### src/design/ncs_pkg.sv
`timescale 1ns / 1ps

package ncs_pkg;

    localparam int MAX_CENTERS = 256;
    localparam int COORD_BITS  = 16;

    localparam int FUNC_W   = 2;
    localparam int IN_W     = 16;
    localparam int INDEX_W  = 8;
    localparam int DIST_W   = 34;

    typedef enum logic [FUNC_W-1:0] {
        FUNC_CLEAR  = 2'd0,
        FUNC_APPEND = 2'd1,
        FUNC_QUERY  = 2'd2
    } func_t;

    typedef struct packed {
        logic take;
        logic start_scan;
        logic load_out;
    } cmd_t;

    typedef struct packed {
        logic count_zero;
        logic scan_done;
    } sts_t;

endpackage

### src/design/ncs_ctrl.sv
`timescale 1ns / 1ps

module ncs_ctrl
(
    input  logic                     clk,
    input  logic                     rst_n,
    input  logic                     in_valid,
    output logic                     in_stall,
    input  logic [ncs_pkg::FUNC_W-1:0] func,
    output logic                     out_valid,
    input  logic                     out_stall,
    output ncs_pkg::cmd_t            cmd,
    input  ncs_pkg::sts_t            sts
);

    typedef enum logic [2:0] {
        ST_IDLE = 3'b001,
        ST_SCAN = 3'b010,
        ST_DONE = 3'b100
    } state_t;

    state_t state_reg;
    state_t state_next;
    logic   out_valid_reg;
    logic   out_valid_next;
    logic   is_query;

    assign in_stall  = (state_reg != ST_IDLE);
    assign out_valid = out_valid_reg;
    assign is_query  = (func == ncs_pkg::FUNC_QUERY);

    always_comb
    begin
        state_next     = state_reg;
        out_valid_next = out_valid_reg;
        cmd.take       = in_valid && (state_reg == ST_IDLE);
        cmd.start_scan = 1'b0;
        cmd.load_out   = 1'b0;

        if (out_valid_reg && !out_stall)
        begin
            out_valid_next = 1'b0;
        end

        unique case (state_reg)
            ST_IDLE:
            begin
                if (cmd.take && is_query)
                begin
                    cmd.start_scan = 1'b1;
                    state_next     = sts.count_zero ? ST_DONE : ST_SCAN;
                end
            end
            ST_SCAN:
            begin
                if (sts.scan_done)
                begin
                    state_next = ST_DONE;
                end
            end
            ST_DONE:
            begin
                if (!out_valid_reg || !out_stall)
                begin
                    cmd.load_out   = 1'b1;
                    out_valid_next = 1'b1;
                    state_next     = ST_IDLE;
                end
            end
            default:
            begin
                state_next = ST_IDLE;
            end
        endcase
    end

    always_ff @(posedge clk or negedge rst_n)
    begin
        if (!rst_n)
        begin
            state_reg     <= ST_IDLE;
            out_valid_reg <= 1'b0;
        end
        else
        begin
            state_reg     <= state_next;
            out_valid_reg <= out_valid_next;
        end
    end

endmodule

### config.mk
export PLATFORM = sky130hd
export DESIGN_NAME = ncs_ctrl
export DESIGN_NICKNAME = d
export VERILOG_FILES = /design/src/design/ncs_pkg.sv /design/src/design/ncs_ctrl.sv
export SDC_FILE = /design/constraint.sdc
export NUM_CORES = 1
export LEC_CHECK = 0
export ABC_AREA = 1
export BUFFER_PORTS_ARGS = -buffer_cell sky130_fd_sc_hd__buf_4
export CORE_AREA = 5 5 42 44
export CTS_CLUSTER_SIZE = 20
export DETAILED_ROUTE_END_ITERATION = 8
export DIE_AREA = 0 0 47 49
export RECOVER_POWER = 50
export SETUP_SLACK_MARGIN = 0.15
export SLEW_MARGIN = 20
export SYNTH_ARGS = -nofsm -noshare
export SYNTH_HDL_FRONTEND = slang
export SYNTH_SLANG_ARGS = --single-unit
### constraint.sdc
create_clock -name clk -period 1 [get_ports clk]
set_input_delay 0.15 -clock clk [delete_from_list [all_inputs] [get_ports clk]]
set_output_delay 0.15 -clock clk [all_outputs]
set_load 0.005 [all_outputs]
# Yosys cells after proc, flatten, opt, wreduce, memory -nomap -nowiden
# Index checks and enable logic that the tools add are counted.
# totals
ff_bits,4
output_inout_bits,5
# op_classes
eq_ne,8
n_mux,12
reduce_logical,7
# op_table
cell,count
$mux W3,4
$pmux W3 S3,1
$mux W1,7
$ne A2 B2 Y1 const B,2
$eq A3 B1 Y1 const B,1
$eq A3 B2 Y1 const B,1
$eq A3 B3 Y1 const B,1
$logic_and A1 B1 Y1,3
$ne A3 B1 Y1 const B,1
$reduce_and A3 Y1,1
$eq A2 B2 Y1 const B,1
$logic_not A1 Y1,2
$ne A2 B1 Y1 const B,1
$logic_or A1 B1 Y1,1

# Depth between registers and ports, before layout
# depth
word_depth,5
mapped_depth,7
ltp_nobuf,7

# Least setup slack after synthesis
# Ideal clock, no wire load.
# synth_path
path_kind,reg-to-reg
from,reg state_reg[0]
to,reg state_reg[2]
arrival_time_ns,0.906
path_slack_ns,-0.026
path_stages_with_launch,6
path_buffers,0
period_less_slack_ns,1.026
path_cell_list,dfstp_2 > nand3_2 > inv_2 > o21ai_2 > nand3_1 > nand2_1
# synth_via
elab_chain_cells,5
elab_cells_between_ends,10
classes_between,eq/ne: 6; mux: 1; reduce/logical: 3
# synth_rtl
element,line_no,rtl
start: declaration,ncs_ctrl.sv:22,state_t state_reg;
start signal: assignment,ncs_ctrl.sv:86,state_reg <= state_next;
$eq A3 B1 Y1,"ncs_ctrl.sv:36, ncs_ctrl.sv:45",
$logic_and A1 B1 Y1,ncs_ctrl.sv:36,cmd.take = in_valid && (state_reg == ST_IDLE);
$logic_and A1 B1 Y1,ncs_ctrl.sv:48,if (cmd.take && is_query)
$ne A2 B1 Y1 (no source line),-,
$reduce_and A3 Y1 (no source line),-,
# Several ways; a longest one is shown, not always the timed one.
# A chain may end at the register's enable or synchronous reset.

==> run metrics <==
post-route setup slack -0.298 ns; CTS tree built; Worst setup SP type register; Synth Warn # 0; WL/cell approximately 9.3 um; post-DP HPWL 506 um; Core ar. 0.00140 mm^2; RSZ-0062 raised after global routing true; RR Startpoint state_reg[0]$_DFFE_PN1P_; run status finished with violations; 1st-pass router iterations 4; Avg Inst Size Synth around 6.7 um^2; reg2reg end state_reg[2]$_DFFE_PN0P_; Final Cycle Share 130%; crit-path cells nand3_4 > nor3_2 > buf_4; io pins 13; routed via count 307; FMAX 0.770 GHz; max_slew headroom 85.6%; Critical Setup Path Class register to output port; Int Power slightly above 0.9 mW; ant diodes 0; Layout fillers approximately 160; Final Critical Period 1.30 ns; grt total ovfl 0; XOR/XNOR Fraction of Synth Area 0%; reg2reg setup slack -0.24 ns; initial antenna violation count 0; sequential share of the synthesized area 41.1%; worst hold path depth 3; worst slew pin tran 0.216 ns; busiest layer in global routing met2; Yosys cell types 11; vias in the first global route 351; setup_tns -1.71 ns; share of layout cells above drive strength 1 50.0%; gate count of the mapped netlist 37; mux contribution to synthesized area 0%; WP data arrival roughly 1.2 ns; CP Capture Type output port; Routed Antenna Nets 0; met2 Resource Use GR 13.6%; Static Leak 0.289 nW; Synth Cell Area 246 um^2; CP max-delay cell dfstp_2; Flop pwr share 21.1%; Clk pin slew, worst setup/hold paths 0.04 ns; CTS root buf clkbuf_4; clk sink count 4; Comb pwr share 63.9%; H-tree depth 1; die area 0.00230 mm^2; RePlAce Congestion 0.689; Initial Util 17.6%; failing checks setup timing; first-pass GRT wire length 1.28 mm; met3 Track Usage GR 0%; Net Count, Synth 45; drt initial violations 7; Synth Area in Simple Gates a little over two fifths; HP Start out_stall; Min-Delay Endpoint out_valid$_DFF_PN0_; PwrDens approximately 3000 mW/mm^2; Max Cap Viol 0; Hold Path Class input port to register; Clock Power Share 14.9%; drt total wl about 740 um; total clock buffers created by CTS 3; worst slack, placed -0.0927 ns; cell total after placement 68; register bit total from synthesis 4; final setup fails 8; skew final 0.00421 ns; Total GRT Usage under 10%; Die H approximately 49 um; Final Hold Slack 0.146 ns; Syn-to-layout area delta 99.5%; adder-cell area share of the yosys netlist 0%; max FFs per register 3; Die Width 47 um; row count 14; peak supply drop about 0.86 mV; met1 Track Usage GR 7.30%; port bufs 12; pin count of the biggest net entering global routing 6; delay of the slowest cell on the worst path between 0.5 and 0.6 ns; vias per cell 3.84; switching part of the total a little under two fifths; fin nets 73; final slew viol count 0; Non-Filler Instances 80; Clock Tree Buf Depth 2; compound-cell area share of the yosys netlist 3.55%; utilization after layout 35.1%; critical path peak fanout 5; FF-to-FF path depth 7; main combinational cell family by area after synthesis simple AND/OR/NAND/NOR gates; Fin. Hold Viols 0; Clock Latency Late Sink approximately 0.24 ns; Worst EP required roughly 0.85 ns; Net Switching 0.559 mW; Residual DRC 0
-- cell usage after synthesis --
library cell,number,share of area (%)
nand4_1,1,2.5
nand2_1,10,15
inv_1,7,11
dfrtp_1,3,30
nand3_2,1,4.1
o21ai_2,1,3.6
nand3_1,5,10
inv_2,2,3.0
nor2_1,5,7.6
dfstp_2,1,11
nor3_1,1,2.0
-- critical path, delay by kind of cell, from the launching register on --
family,cells,cell delay [ns]
and+or+nand+nor,2,0.22
DFF,1,0.56
buffers and inverters,1,0.13
-- placed cells by master (no fill, tap or decap) --
cell type      netlist  final
nand3_4              0      1
nand2_1             10     10
nor2_1               5      4
nor3_2               0      1
buf_4                0     19
dlygate4sd3_1        0      1
o21ai_2              1      1
nand3_1              5      4
buf_6                0      2
nor2_2               0      1
clkbuf_4             0      3
dfrtp_1              3      3
clkbuf_1             0      2
nand4_1              1      1
nand3_2              1      1
inv_2                2      2
dfstp_2              1      1
inv_1                7      7
-- power groups by stage --
stage               registers (mW)  clock network [mW]  logic (mW)
finish                       0.313               0.221       0.947
global route                 0.329               0.251        1.04
CTS                          0.314               0.237       0.845
detailed placement           0.316                   0       0.599
global placement             0.313                   0       0.594
floorplan                    0.309                   0       0.376
-- cell type report --
| type | count | area [um^2] | area share, % |
|---|---|---|---|
| Multi-Input combinational cell | 24 | 131 | 26.7 |
| Tap cell | 16 | 20.0 | 4.07 |
| Clock buffer | 4 | 26.3 | 5.34 |
| Sequential cell | 4 | 101 | 20.6 |
| Inverter | 9 | 33.8 | 6.87 |
| Timing Repair Buffer | 23 | 179 | 36.4 |
-- per-stage QoR --
step	power [mW]	instance area (um^2)
floorplan	0.684	254
global placement	0.907	387
detailed placement	0.915	387
CTS	1.40	478
global route	1.62	492
finish	1.48	492
-- what timing repair did --
item	in CTS	in global routing
gates resized for setup	4	1
endpoints found under the hold margin	4	0
setup buffers	5	2
hold buffers	1	0
endpoints found under the setup margin	9	9
gates cloned	0	0
pin swaps	1	0
-- how the worst max path moves through the flow --
stage                        startpoint                       end  slack [ns]  cells after the start
6_report       state_reg[0]$_DFFE_PN1P_                    cmd[1]       -0.30                      3
4_1_cts        state_reg[0]$_DFFE_PN1P_                    cmd[1]       -0.29                      3
3_5_place_dp   state_reg[0]$_DFFE_PN1P_                    cmd[1]       -0.09                      3
2_1_floorplan  state_reg[0]$_DFFE_PN1P_  state_reg[2]$_DFFE_PN0P_        0.01                      6
3_3_place_gp   state_reg[0]$_DFFE_PN1P_                    cmd[1]       -0.07                      3
5_1_grt        state_reg[0]$_DFFE_PN1P_                    cmd[1]       -0.37                      3
-- cells by family after synthesis --
family                 after synthesis
flip-flops                           4
buffers and inverters                9
AO/OA/AOI/OAI                        1
AND/OR/NAND/NOR                     23
-- per-layer routing --
metal / part of all wire, % / vias up
met5: 0 / -
met4: 0.81 / 0
met1: 36 / 133
met2: 61 / 6
li1: - / 166
met3: 2.3 / 2
Note: power is estimated with default switching activity, not from simulation.
